==> config.mk <==
export PLATFORM = sky130hd
export DESIGN_NAME = selectable_byte_checksum_core
export DESIGN_NICKNAME = d
export VERILOG_FILES = /design/src/hdl/sbc_pkg.sv /design/src/hdl/selectable_byte_checksum_core.sv
export SDC_FILE = /design/constraint.sdc
export NUM_CORES = 1
export LEC_CHECK = 0
export BUFFER_PORTS_ARGS = -buffer_cell sky130_fd_sc_hd__buf_4
export CAP_MARGIN = 20
export CORE_MARGIN = 1
export CORE_UTILIZATION = 40
export DETAILED_ROUTE_END_ITERATION = 16
export GPL_ROUTABILITY_DRIVEN = 0
export PLACE_DENSITY_LB_ADDON = 0.12
export REMOVE_ABC_BUFFERS = 1
export SYNTH_ARGS = -nofsm -noshare
export SYNTH_HDL_FRONTEND = slang
export SYNTH_SLANG_ARGS = --single-unit
==> constraint.sdc <==
create_clock -name clock -period 24.7 [get_ports clock]
set_input_delay 4.94 -clock clock [delete_from_list [all_inputs] [get_ports clock]]
set_output_delay 4.94 -clock clock [all_outputs]
set_load 0.02 [all_outputs]
==> src/hdl/sbc_pkg.sv <==
// Package for the selectable byte checksum core.
// Holds mode codes, register indexes and the per-byte CRC and modulo helpers.
// No dependencies.
package sbc_pkg;

   typedef logic [2:0]  mode_type;
   typedef logic [1:0]  csr_index_type;
   typedef logic [15:0] crc_type;

   localparam mode_type MODE_CRC     = 3'd0;
   localparam mode_type MODE_ADLER   = 3'd1;
   localparam mode_type MODE_F255    = 3'd2;
   localparam mode_type MODE_F256    = 3'd3;
   localparam mode_type MODE_DOUBLED = 3'd4;

   localparam csr_index_type CSR_MODE        = 2'd0;
   localparam csr_index_type CSR_POLYNOMIAL  = 2'd1;
   localparam csr_index_type CSR_INITIAL     = 2'd2;

   localparam crc_type  POLY_RESET    = 16'h1021;
   localparam crc_type  INITIAL_RESET = 16'hFFFF;
   localparam logic [7:0] MOD_ADLER   = 8'd251;
   localparam logic [7:0] MOD_F255    = 8'd255;

   // MSB-first CRC over one byte, eight shift steps unrolled.
   function automatic crc_type crc_byte(input crc_type crc, input logic [7:0] data,
                                        input crc_type poly);
      crc_type c;
      c = crc ^ {data, 8'h00};
      for (int i = 0; i < 8; i++) begin
         if (c[15]) begin
            c = {c[14:0], 1'b0} ^ poly;
         end else begin
            c = {c[14:0], 1'b0};
         end
      end
      return c;
   endfunction

   // Reduce a value below three times the modulus: two compare-subtract steps.
   function automatic logic [7:0] mod_reduce(input logic [8:0] value,
                                             input logic [7:0] modulus);
      logic [8:0] v;
      v = value;
      if (v >= {1'b0, modulus}) begin
         v = v - {1'b0, modulus};
      end
      if (v >= {1'b0, modulus}) begin
         v = v - {1'b0, modulus};
      end
      return v[7:0];
   endfunction

endpackage

==> src/hdl/selectable_byte_checksum_core.sv <==
// Selectable byte checksum core: top level.
// CRC-16, Adler-16 and Fletcher-16 variants over a byte stream.
// Depends on sbc_pkg.
//
// Usage:
//   Bytes enter on the req_ channel (req_valid / req_stall) with first and
//   last flags. A byte marked first loads the start values of the selected
//   algorithm before it is taken in; a byte marked last produces one
//   checksum beat on the rsp_ channel (rsp_valid / rsp_stall).
//   Configuration goes through csr_write_enable / csr_index / csr_write_data:
//   index 0 mode, 1 CRC polynomial, 2 CRC initial value. Write only while idle.
//   Throughput: one byte per cycle while no result beat waits on a stalled rsp_;
//   all update logic of a byte (eight unrolled CRC steps or two adds with two
//   compare-subtracts each) sits in front of the sum registers, so the next byte is taken in the next cycle.
//   Result: the checksum is registered in the rsp_ output register in the cycle
//   after the last byte is accepted.
//   When the receiver stalls, the checksum holds in the output register and
//   req_stall rises only while that beat waits; a new byte is still taken in
//   the same cycle that the waiting beat leaves.
//   Reset (synchronous): mode CRC, polynomial 0x1021, initial 0xFFFF, sums
//   cleared, no result pending.
module selectable_byte_checksum_core (
   input  logic                   clock,
   input  logic                   reset,
   input  logic                   req_valid,
   output logic                   req_stall,
   input  logic [7:0]             req_data_byte,
   input  logic                   req_first_of_block,
   input  logic                   req_last_of_block,
   output logic                   rsp_valid,
   input  logic                   rsp_stall,
   output logic [15:0]            rsp_checksum,
   input  logic                   csr_write_enable,
   input  sbc_pkg::csr_index_type csr_index,
   input  logic [15:0]            csr_write_data
);

   sbc_pkg::mode_type mode_ff;
   sbc_pkg::crc_type  poly_ff;
   sbc_pkg::crc_type  initial_ff;
   logic [15:0]       first_sum_ff, first_sum_in;
   logic [7:0]        second_sum_ff, second_sum_in;
   logic              rsp_valid_ff, rsp_valid_in;
   logic [15:0]       rsp_checksum_ff, rsp_checksum_in;

   logic              accept;
   sbc_pkg::mode_type mode_eff;
   sbc_pkg::crc_type  crc_start;
   sbc_pkg::crc_type  crc_next;
   logic [7:0]        a_start, b_start, a_next, b_next;
   logic [8:0]        a_sum, b_sum;

   assign req_stall    = rsp_valid_ff & rsp_stall;
   assign accept       = req_valid & ~req_stall;
   assign rsp_valid    = rsp_valid_ff;
   assign rsp_checksum = rsp_checksum_ff;

   // Configuration registers.
   always_ff @(posedge clock) begin
      if (reset) begin
         mode_ff    <= sbc_pkg::MODE_CRC;
         poly_ff    <= sbc_pkg::POLY_RESET;
         initial_ff <= sbc_pkg::INITIAL_RESET;
      end else if (csr_write_enable) begin
         case (csr_index)
            sbc_pkg::CSR_MODE:       mode_ff    <= csr_write_data[2:0];
            sbc_pkg::CSR_POLYNOMIAL: poly_ff    <= csr_write_data;
            sbc_pkg::CSR_INITIAL:    initial_ff <= csr_write_data;
            default: ;
         endcase
      end
   end

   always_comb begin
      // Unused mode codes behave as plain mod-256 Fletcher.
      mode_eff = (mode_ff > sbc_pkg::MODE_DOUBLED) ? sbc_pkg::MODE_F256 : mode_ff;

      crc_start = req_first_of_block ? initial_ff : first_sum_ff;
      crc_next  = sbc_pkg::crc_byte(crc_start, req_data_byte, poly_ff);

      a_start = first_sum_ff[7:0];
      b_start = second_sum_ff;
      if (req_first_of_block) begin
         b_start = 8'd0;
         case (mode_eff)
            sbc_pkg::MODE_ADLER:   a_start = 8'd1;
            sbc_pkg::MODE_DOUBLED: a_start = req_data_byte;
            default:               a_start = 8'd0;
         endcase
      end

      a_sum = {1'b0, a_start} + {1'b0, req_data_byte};
      case (mode_eff)
         sbc_pkg::MODE_ADLER: a_next = sbc_pkg::mod_reduce(a_sum, sbc_pkg::MOD_ADLER);
         sbc_pkg::MODE_F255:  a_next = sbc_pkg::mod_reduce(a_sum, sbc_pkg::MOD_F255);
         default:             a_next = a_sum[7:0];
      endcase

      b_sum = {1'b0, b_start} + {1'b0, a_next};
      case (mode_eff)
         sbc_pkg::MODE_ADLER: b_next = sbc_pkg::mod_reduce(b_sum, sbc_pkg::MOD_ADLER);
         sbc_pkg::MODE_F255:  b_next = sbc_pkg::mod_reduce(b_sum, sbc_pkg::MOD_F255);
         default:             b_next = b_sum[7:0];
      endcase

      first_sum_in    = first_sum_ff;
      second_sum_in   = second_sum_ff;
      rsp_checksum_in = rsp_checksum_ff;
      // Hold a stalled beat, drop a taken one.
      rsp_valid_in    = rsp_valid_ff & rsp_stall;
      if (accept) begin
         if (mode_eff == sbc_pkg::MODE_CRC) begin
            first_sum_in = crc_next;
         end else begin
            first_sum_in  = {8'd0, a_next};
            second_sum_in = b_next;
         end
         if (req_last_of_block) begin
            rsp_valid_in    = 1'b1;
            rsp_checksum_in = (mode_eff == sbc_pkg::MODE_CRC) ? crc_next : {b_next, a_next};
         end
      end
   end

   always_ff @(posedge clock) begin
      if (reset) begin
         first_sum_ff  <= 16'd0;
         second_sum_ff <= 8'd0;
         rsp_valid_ff  <= 1'b0;
      end else begin
         first_sum_ff  <= first_sum_in;
         second_sum_ff <= second_sum_in;
         rsp_valid_ff  <= rsp_valid_in;
      end
   end

   always_ff @(posedge clock) begin
      rsp_checksum_ff <= rsp_checksum_in;
   end

endmodule

# Word level (Yosys, flattened, before mapping)
# Cells that the tools add are included.
# W data, S select, Z words.
totals:
  register_bits: 76
  in_bits: 33
  word_cells: 82
op_classes:
  addsub: 10
  magnitude_cmp: 9
  eq_ne: 5
  muxes: 31
  bitwise_logic: 13
  reduce_logical: 7
op_table:
  columns: ["cell", "count"]
  rows:
  - ["$mux W16", 11]
  - ["$xor A16 B16 Y16", 9]
  - ["$ge A9 B8 Y1 const B", 8]
  - ["$mux W9", 8]
  - ["$mux W8", 6]
  - ["$pmux W8 S2", 3]
  - ["$sub A9 B8 Y9 const B", 4]
  - ["$sub A8 B8 Y8 const B", 4]
  - ["$add A8 B8 Y9", 2]
  - ["$reduce_and A2 Y1", 5]
  - ["$eq A3 B1 Y1 const B", 1]
  - ["$eq A3 B2 Y1 const B", 1]
  - ["$eq A3 B3 Y1 const B", 1]
  - ["$gt A3 B3 Y1 const B", 1]
  - ["$logic_not A3 Y1", 1]
  - ["$mux W3", 1]
  - ["$and A1 B1 Y1", 2]
  - ["$eq A2 B1 Y1 const B", 1]
  - ["$eq A2 B2 Y1 const B", 1]
  - ["$logic_not A2 Y1", 1]
  - ["$mux W1", 2]
  - ["$not A1 Y1", 2]

# Logic depth before layout (Yosys ltp)
# Gate-level depths: netlist of run 1.
logic_depth:
  word_depth: 20
  depth_mapped: 52

# Least setup slack after synthesis of run 1
# No wires, ideal clock.
synth_timing:
  kind: "input -> register"
  start: "input req_first_of_block"
  end: "register rsp_checksum_ff[10], in the netlist rsp_checksum[10] (data pin)"
  setup_ns: 0.276
  t_arrival_ns: 14.580
  t_required_ns: 24.424
  setup_slack_ns: 9.844
  cell_stages: 51
  n_path_buf: 5
  path_cell_list: "buf_6 > buf_2 > clkbuf_1 > nand2b_1 > nor3b_1 > nand2_1 > o21ai_0 > ha_1 > clkbuf_1 > nor2b_1 > o21a_1 > o211a_1 > a211o_1 > and3_1 > clkbuf_1 > and2_1 > ha_1 > nor2_1 > [... 15 more ...] > o21ai_0 > xor2_1 > nand4_1 > nor2_1 > ha_1 > a311o_1 > a21oi_1 > nand2_1 > nand2_1 > ha_1 > nand3_1 > a2bb2oi_1 > o21ai_0 > nand4_1 > a21boi_0 > xnor2_1 > a221oi_1 > mux2i_1"
synth_between:
  elab_chain_len: 19
  elab_cells_between_ends: 53
synth_lines:
  columns: ["item", "line", "rtl"]
  rows:
  - ["from (decl)", "selectable_byte_checksum_core.sv:28", "input logic req_first_of_block,"]
  - ["branches (longest 18 deep; another with $add A8 B8 Y9)", null, null]
  - ["$mux W16 (*)", "selectable_byte_checksum_core.sv:120", "rsp_checksum_in = (mode_eff == sbc_pkg::MODE_CRC) ? crc_next : {b_next, a_next};"]
  - ["to (signal assigned)", "selectable_byte_checksum_core.sv:138", "rsp_checksum_ff <= rsp_checksum_in;"]
  - ["to (decl)", "selectable_byte_checksum_core.sv:44", "logic [15:0] rsp_checksum_ff, rsp_checksum_in;"]
# Mark *: on every way between the ends. The select of a mux whose other input is x is not followed.
# A chain may end at the register's enable or synchronous reset.

# Final worst setup path of run 1
layout_timing:
  start: "input req_first_of_block"
  end: "register rsp_checksum_ff[8], in the netlist rsp_checksum[8] (data pin)"
# Same word-level chain as after synthesis.

==> results of run 1 <==
## worst max-delay path: cells and delay by family
kind,cells,cell delay (ns)
simple gates,14,2.63
mux,4,0.93
compound gates,17,3.80
buf+inv,3,0.78
xor+xnor,1,0.51
fa+ha+maj,7,2.22
## per-stage QoR
| step | util, % | worst slack [ns] | cell area (sq um) | hold WS, ns | instances |
|---|---|---|---|---|---|
| CTS | 44.9 | 9.02 | 9520 | 0.469 | 1476 |
| global route | 44.9 | 7.86 | 9520 | 0.492 | 1476 |
| detailed placement | 43.3 | 8.69 | 9200 | 0.458 | 1460 |
| finish | 44.9 | 8.89 | 9520 | 0.465 | 1476 |
| floorplan | - | 10.70 | 8390 | 0.438 | 1124 |
| global placement | 43.3 | 9.08 | 9200 | 0.451 | 1460 |
## final cells by class
cell class                      count  share of cell area, %
Sequential cell                    76                   17.7
Clock buffer                       10                   2.41
Inverter                           27                   1.06
Tap cell                          275                   3.61
Multi-Input combinational cell   1021                   69.4
Timing Repair Buffer               61                   4.81
Clock inverter                      6                  0.999
## state kept, by name (all words and copies together), names as in the netlist
| register | flops |
|---|---|
| first_sum_ff | 16 |
| second_sum_ff | 8 |
| rsp_valid | 1 |
| mode_ff | 3 |
| initial_ff | 16 |
| poly_ff | 16 |
| rsp_checksum | 16 |
## worst min-delay path by stage
stage	end	slack, ns
2_1_floorplan	first_sum_ff[1]$_SDFFE_PP0P_	0.44
3_3_place_gp	initial_ff[9]$_SDFFE_PP1P_	0.45
3_5_place_dp	initial_ff[7]$_SDFFE_PP1P_	0.46
4_1_cts	first_sum_ff[1]$_SDFFE_PP0P_	0.47
5_1_grt	first_sum_ff[13]$_SDFFE_PP0P_	0.49
6_report	first_sum_ff[9]$_SDFFE_PP0P_	0.46
## metal layers
metal  up-vias  wire length [um]  track usage [%]
li1       4305                 -                -
met1      4154             13800             37.7
met3        33              1660             3.02
met2       324             12400             39.4
met4         0               503             6.02
met5         -                 0                0
## cells by family (layout without fill, tap and decap cells)
family / after synthesis / count (layout)
compound gates: 302 / 302
mux: 47 / 47
flops: 76 / 76
fa+ha+maj: 27 / 27
simple gates: 498 / 498
xor+xnor: 147 / 147
buf+inv: 101 / 104
## report_power, final
part | switching [uW] | internal (uW) | total [uW]
clock network | 55.1 | 89.7 | 145
logic | 375 | 227 | 602
registers | 16.6 | 153 | 170
## cell usage in the layout, fill, tap and decap left out, types with 8 or more instances in the layout
master,instances
and2_1,14
nand3_1,91
edfxtp_1,16
nand2_1,192
and3b_1,14
a21o_1,12
o21ai_1,32
xnor2_1,117
a31oi_1,12
and3_1,16
nor3_1,26
clkbuf_16,9
buf_4,61
nor3b_1,9
xor2_1,23
o21a_1,13
mux2i_1,40
o211ai_1,12
or3_1,8
o21ai_0,58
nand4_1,14
nor2_1,64
nor2b_1,17
ha_1,25
a32oi_1,9
a21oi_1,70
dfxtp_1,60
a211oi_1,8
inv_1,25
nor4_1,11
==> reports/qor.txt, run 1 <==
GLOBAL ROUTE
----------------------------------------------------------------------------------------
GRT Total Usage                                                                    25.6%
Via count of the first global-routing pass                                          8098
GRT overflow                                                                           0
Wire length of the first global-routing pass                                     45.0 mm
Number of antenna violations at the first check in global routing                      0
Largest net degree at the start of global routing                                     44

ROUTING
----------------------------------------------------------------------------------------
DRT Wirelength                                                                   28.4 mm
Post-route DRC violation count                                                         0
WL per Instance                                                                  19.2 um
Routed via count                                                                    8816
Number of search-and-repair iterations in the first detailed-routing pass              6
Avg Vias per Cell                                                                   5.97
Remaining number of nets flagged by the antenna check after routing                    0
Initial detailed-routing violation count                                             748

WORST SETUP PATH
----------------------------------------------------------------------------------------
Slowest cell delay on critical path                                              0.67 ns
Category of the worst setup path capture point                                 flip-flop
FF-to-FF setup slack                                                            13.42 ns
Endpoint arrival time on the critical path                                      15.87 ns
Critical Path Start Type                                                    primary input
Data required time of the critical path                                         24.77 ns
Critical Path End                                                           rsp_checksum[8]$_DFFE_PP_
Critical path origin                                                        req_first_of_block
Critical Path Most Common Cell                                                      ha_1
Worst R2R End                                                               rsp_checksum[8]$_DFFE_PP_
Number of cells on the worst reg-to-reg path                                          45
CP Max Fanout                                                                         33
Crit Path Class                                                                in -> reg
Slowest cell on the critical path                                                nor3b_1
Origin of the critical flop-to-flop path                                    mode_ff[1]$_SDFFE_PP0P_

SYNTH
----------------------------------------------------------------------------------------
Dominant cells by area after synthesis                                      dfxtp_1 (14%), xnor2_1 (12%), nand2_1 (8.3%), edfxtp_1 (5.5%), nand3_1 (5.2%)
Post-synthesis compound-gate area fraction                                         22.8%
XOR/XNOR share of the synthesized area                                             15.6%
Sequential share of the synthesized area                                           19.3%
Yosys warning total                                                                    0
Proportion of synthesized flip-flops having asynchronous set or reset                 0%
Gate Count Post-Synth                                                               1198
Dominant combinational cell family by area after synthesis                  simple AND/OR/NAND/NOR gates
Distinct cells, synth                                                                 84
Register bit count reported by yosys                                                  76
Adder-cell area share of the yosys netlist                                         4.05%
Multiplexer share of the synthesized area                                          5.80%
Yosys top cell by area                                                           dfxtp_1
Fraction of post-synthesis cell area in the top cell type by area                  13.8%
Cell area after synthesis                                                     8720 sq um
Post-synth top cells                                                        nand2_1 (192), xnor2_1 (117), nand3_1 (91)
Syn avg cell area                                                             7.28 sq um
Most frequent cell after synthesis                                               nand2_1
Leading register cell type out of synthesis                                      dfxtp_1
Number of enable flip-flop cells after synthesis                                      16
Post-synthesis simple-gate area fraction                                           27.5%

DIE
----------------------------------------------------------------------------------------
Die height                                                                        150 um
Site row count                                                                        53
Total die area                                                               22400 sq um
Top Ports                                                                             51
Starting density of the core                                                       41.1%
Core box area                                                                21200 sq um
Die X                                                                             150 um

PWR
----------------------------------------------------------------------------------------
Worst supply voltage drop on vdd                                             0.0000389 V
Overall power consumption                                                         917 uW
Total power density per cell area                                           96.3 nW/um^2
Pleak                                                                         0.00358 uW

CLOCK TREE
----------------------------------------------------------------------------------------
Clock tree from TritonCTS                                                           done
Library cell used as clock root buffer                                         clkbuf_16
Inserted Clock Buffers                                                                 9
Register clock-pin slew on the reported worst setup and hold paths               0.07 ns
Max Buffers Root-to-Sink                                                               2
CTS H-tree depth                                                                       3
Total of hold buffers inserted after clock tree synthesis                              0
Total clock sinks                                                                     76
Count of instances resized after the clock tree is built                               0
Post-CTS setup-driven buffer insertion count                                           0
Clock insertion delay at the later pin of the skew report                        0.34 ns

CELLS AND AREA
----------------------------------------------------------------------------------------
Post-layout net count                                                               1256
Number of fill cells in the layout                                                  2258
N_diodes                                                                               0
Area growth from synthesis to layout                                               9.20%
Proportion of layout cells with a drive suffix above 1                             9.24%
Area of the multi-input gates                                                 6610 sq um
Total area of sequential cells                                                1680 sq um

PLACE
----------------------------------------------------------------------------------------
Final HPWL from detailed placement                                               21.4 mm
Quantity of I/O buffers inserted on ports                                             50

TIMING
----------------------------------------------------------------------------------------
Finish-stage setup viols                                                               0
Unrepaired setup endpoints after global routing                                       no
Measured slew at the worst slew-check pin                                        1.02 ns
Fin. max-slew vios                                                                     0
Final hold violation count                                                             0
Final critical-path share of the clock period                                      64.0%
Rel. slew slack                                                                    31.9%
Worst clock skew                                                               0.0130 ns
Setup total negative slack                                                          0 ns
Max Clk Rate                                                                    63.3 MHz
Minimum clock period after layout                                               15.81 ns

MIN PATH
----------------------------------------------------------------------------------------
Hold Crit Start                                                             first_sum_ff[9]$_SDFFE_PP0P_
Number of cells traversed by the worst hold path                                       2
Hold WC Path Type                                                             reg -> reg

OUTCOME
----------------------------------------------------------------------------------------
Result of the run                                                           complete, no violations

FLOW RUN
----------------------------------------------------------------------------------------
Count of max-cap constraint violations                                                 0

No activity file was read; power rests on OpenSTA's default activity.
==> run 2: changes to the inputs <==
--- a/config.mk
+++ b/config.mk
@@ -5,6 +5,7 @@
 export SDC_FILE = /design/constraint.sdc
 export NUM_CORES = 1
 export LEC_CHECK = 0
+export ABC_AREA = 1
 export BUFFER_PORTS_ARGS = -buffer_cell sky130_fd_sc_hd__buf_4
 export CAP_MARGIN = 20
 export CORE_MARGIN = 1
==> constraint.sdc (replaced) <==
create_clock -name clock -period 15.85 [get_ports clock]
set_input_delay 3.17 -clock clock [delete_from_list [all_inputs] [get_ports clock]]
set_output_delay 3.17 -clock clock [all_outputs]
set_load 0.02 [all_outputs]
==> reports/qor.txt, run 2 <==
OUTCOME
----------------------------------------------------------------------------------------
Result of the run                                                           complete, no violations

PWR
----------------------------------------------------------------------------------------
Worst supply voltage drop on vdd                                             0.0000533 V
Pleak                                                                         0.00474 uW
Total power density per cell area                                            123 nW/um^2
Overall power consumption                                                        1150 uW

CLOCK TREE
----------------------------------------------------------------------------------------
CTS H-tree depth                                                                       3
Post-CTS setup-driven buffer insertion count                                           0
Count of instances resized after the clock tree is built                               0
Total of hold buffers inserted after clock tree synthesis                              0
Max Buffers Root-to-Sink                                                               2
Clock tree from TritonCTS                                                           done
Total clock sinks                                                                     76
Inserted Clock Buffers                                                                 9
Register clock-pin slew on the reported worst setup and hold paths               0.06 ns
Library cell used as clock root buffer                                         clkbuf_16
Clock insertion delay at the later pin of the skew report                        0.34 ns

WORST SETUP PATH
----------------------------------------------------------------------------------------
Slowest cell on the critical path                                                o21ai_0
Crit Path Class                                                                in -> reg
Critical Path Most Common Cell                                                   nand2_1
Category of the worst setup path capture point                                 flip-flop
Data required time of the critical path                                         15.95 ns
Critical Path Start Type                                                    primary input
Slowest cell delay on critical path                                              0.51 ns
CP Max Fanout                                                                         30
Endpoint arrival time on the critical path                                      11.35 ns

TIMING
----------------------------------------------------------------------------------------
Worst clock skew                                                              0.00525 ns
Final critical-path share of the clock period                                      71.0%
Max Clk Rate                                                                    88.9 MHz
Rel. slew slack                                                                    54.4%
Unrepaired setup endpoints after global routing                                       no
Fin. max-slew vios                                                                     0
Setup total negative slack                                                          0 ns
Final hold violation count                                                             0
Worst setup slack after layout                                                   4.60 ns
Measured slew at the worst slew-check pin                                       0.683 ns
Finish-stage setup viols                                                               0
Minimum clock period after layout                                               11.25 ns

ROUTING
----------------------------------------------------------------------------------------
Remaining number of nets flagged by the antenna check after routing                    0
DRT Wirelength                                                                   26.1 mm
Post-route DRC violation count                                                         0
Initial detailed-routing violation count                                             601
Number of search-and-repair iterations in the first detailed-routing pass              5
WL per Instance                                                                  14.9 um
Routed via count                                                                    8808
Avg Vias per Cell                                                                   5.05

DIE
----------------------------------------------------------------------------------------
Starting density of the core                                                       40.7%
Die X                                                                             148 um
Top Ports                                                                             51
Core box area                                                                21000 sq um
Total die area                                                               21900 sq um
Site row count                                                                        53
Die height                                                                        148 um

GLOBAL ROUTE
----------------------------------------------------------------------------------------
Largest net degree at the start of global routing                                     47
Via count of the first global-routing pass                                          7812
GRT overflow                                                                           0
Number of antenna violations at the first check in global routing                      0
GRT Total Usage                                                                    24.2%
Wire length of the first global-routing pass                                     41.6 mm

SYNTH
----------------------------------------------------------------------------------------
Post-synth top cells                                                        nand2_1 (478), nand3_1 (183), inv_1 (175)
Distinct cells, synth                                                                 44
Syn avg cell area                                                             5.88 sq um
Gate Count Post-Synth                                                               1450
Number of enable flip-flop cells after synthesis                                      16
Yosys top cell by area                                                           nand2_1
Proportion of synthesized flip-flops having asynchronous set or reset                 0%
Sequential share of the synthesized area                                           19.7%
Fraction of post-synthesis cell area in the top cell type by area                  21.0%
Dominant cells by area after synthesis                                      nand2_1 (21%), dfxtp_1 (14%), nand3_1 (11%), inv_1 (7.7%), xor2_1 (7.2%)
Yosys warning total                                                                    0
Most frequent cell after synthesis                                               nand2_1
Register bit count reported by yosys                                                  76
Leading register cell type out of synthesis                                      dfxtp_1
Cell area after synthesis                                                     8530 sq um

CELLS AND AREA
----------------------------------------------------------------------------------------
Top library cells by usage in the layout, fill and taps aside               nand2_1 (478), nand3_1 (183), inv_1 (175)
Area growth from synthesis to layout                                               9.37%
Post-layout net count                                                               1524
Most common cell after layout, fill and taps aside                               nand2_1
Proportion of layout cells with a drive suffix above 1                             9.87%
Post-layout instance area                                                     9330 sq um
Final non-filler cell total                                                         1744
N_diodes                                                                               0

MIN PATH
----------------------------------------------------------------------------------------
Hold WC Path Type                                                             reg -> reg

PLACE
----------------------------------------------------------------------------------------
Total instance count after detailed placement                                       1728
Final HPWL from detailed placement                                               20.5 mm
Placed Area                                                                   9000 sq um
Setup slack at placement                                                         4.33 ns
Quantity of I/O buffers inserted on ports                                             50

FLOW RUN
----------------------------------------------------------------------------------------
Count of max-cap constraint violations                                                 0

[run 2: changes by cell type after synthesis, moves of 40 or more]
cell | before | now
xnor2_1 | 117 | 33
nand3_1 | 91 | 183
nand2_1 | 192 | 478
nor2_1 | 64 | 127
mux2i_1 | 40 | 0
inv_1 | 25 | 175
xor2_1 | 23 | 70
[run 2: stage by stage]
stage / util (%) / hold slack [ns]
after floorplan: - / 0.442
after global placement: 43.0 / 0.453
after detailed placement: 43.0 / 0.455
after CTS: 44.5 / 0.475
after global routing: 44.5 / 0.494
final: 44.5 / 0.475
[run 2: path summary, 6_finish.rpt]
path | start | to | slack (ns) | cells past startpoint
max reg2reg | mode_ff[1]$_SDFFE_PP0P_ | rsp_checksum[12]$_DFFE_PP_ | 7.04 | 53
min | initial_ff[7]$_SDFFE_PP1P_ | initial_ff[7]$_SDFFE_PP1P_ | 0.47 | 2
min reg2reg | initial_ff[7]$_SDFFE_PP1P_ | initial_ff[7]$_SDFFE_PP1P_ | 0.47 | 2
max | req_first_of_block | rsp_checksum[12]$_DFFE_PP_ | 4.60 | 50
[run 2: cells by family (layout without fill, tap and decap cells)]
kind of cell             Yosys count  after routing  synth area share, %
flip-flops                        76             76                 19.7
buffers and inverters            240            259                 11.7
adder cells (fa/ha/maj)           27             27                 4.14
AO/OA/AOI/OAI                    131            131                 8.77
AND/OR/NAND/NOR                  871            871                 44.7
XOR/XNOR                         105            105                 11.0
[run 2: power breakdown]
group | total [uW] | switching [uW] | internal, uW
sequential | 246 | 21.5 | 225
clock | 227 | 87.5 | 139
combinational | 674 | 454 | 220
total | 1150 | 563 | 583
[run 2: critical path: cells and delay by family]
kind	cells	cell delay (ns)
and+or+nand+nor	27	2.84
buffers and inverters	6	0.87
adders and majority gates	7	1.77
xor gates and xnor gates	2	0.80
AOI/OAI and AO/OA	8	1.84
[run 2: area by class of cell]
class / instances / area (sq um)
Clock buffer: 9 / 225
Clock inverter: 7 / 98.8
Fill cell: 2310 / 11600
Inverter: 187 / 702
Multi-Input combinational cell: 1134 / 5860
Sequential cell: 76 / 1680
Tap cell: 275 / 344
Timing Repair Buffer: 56 / 420
[run 2: routing by layer]
metal	GRT usage [%]	vias to the layer above	share of wire [%]
met4	3.04	0	0.42
met2	38.1	216	44
li1	-	4605	-
met3	3.46	11	6.1
met1	35.4	3976	50
met5	0	-	0
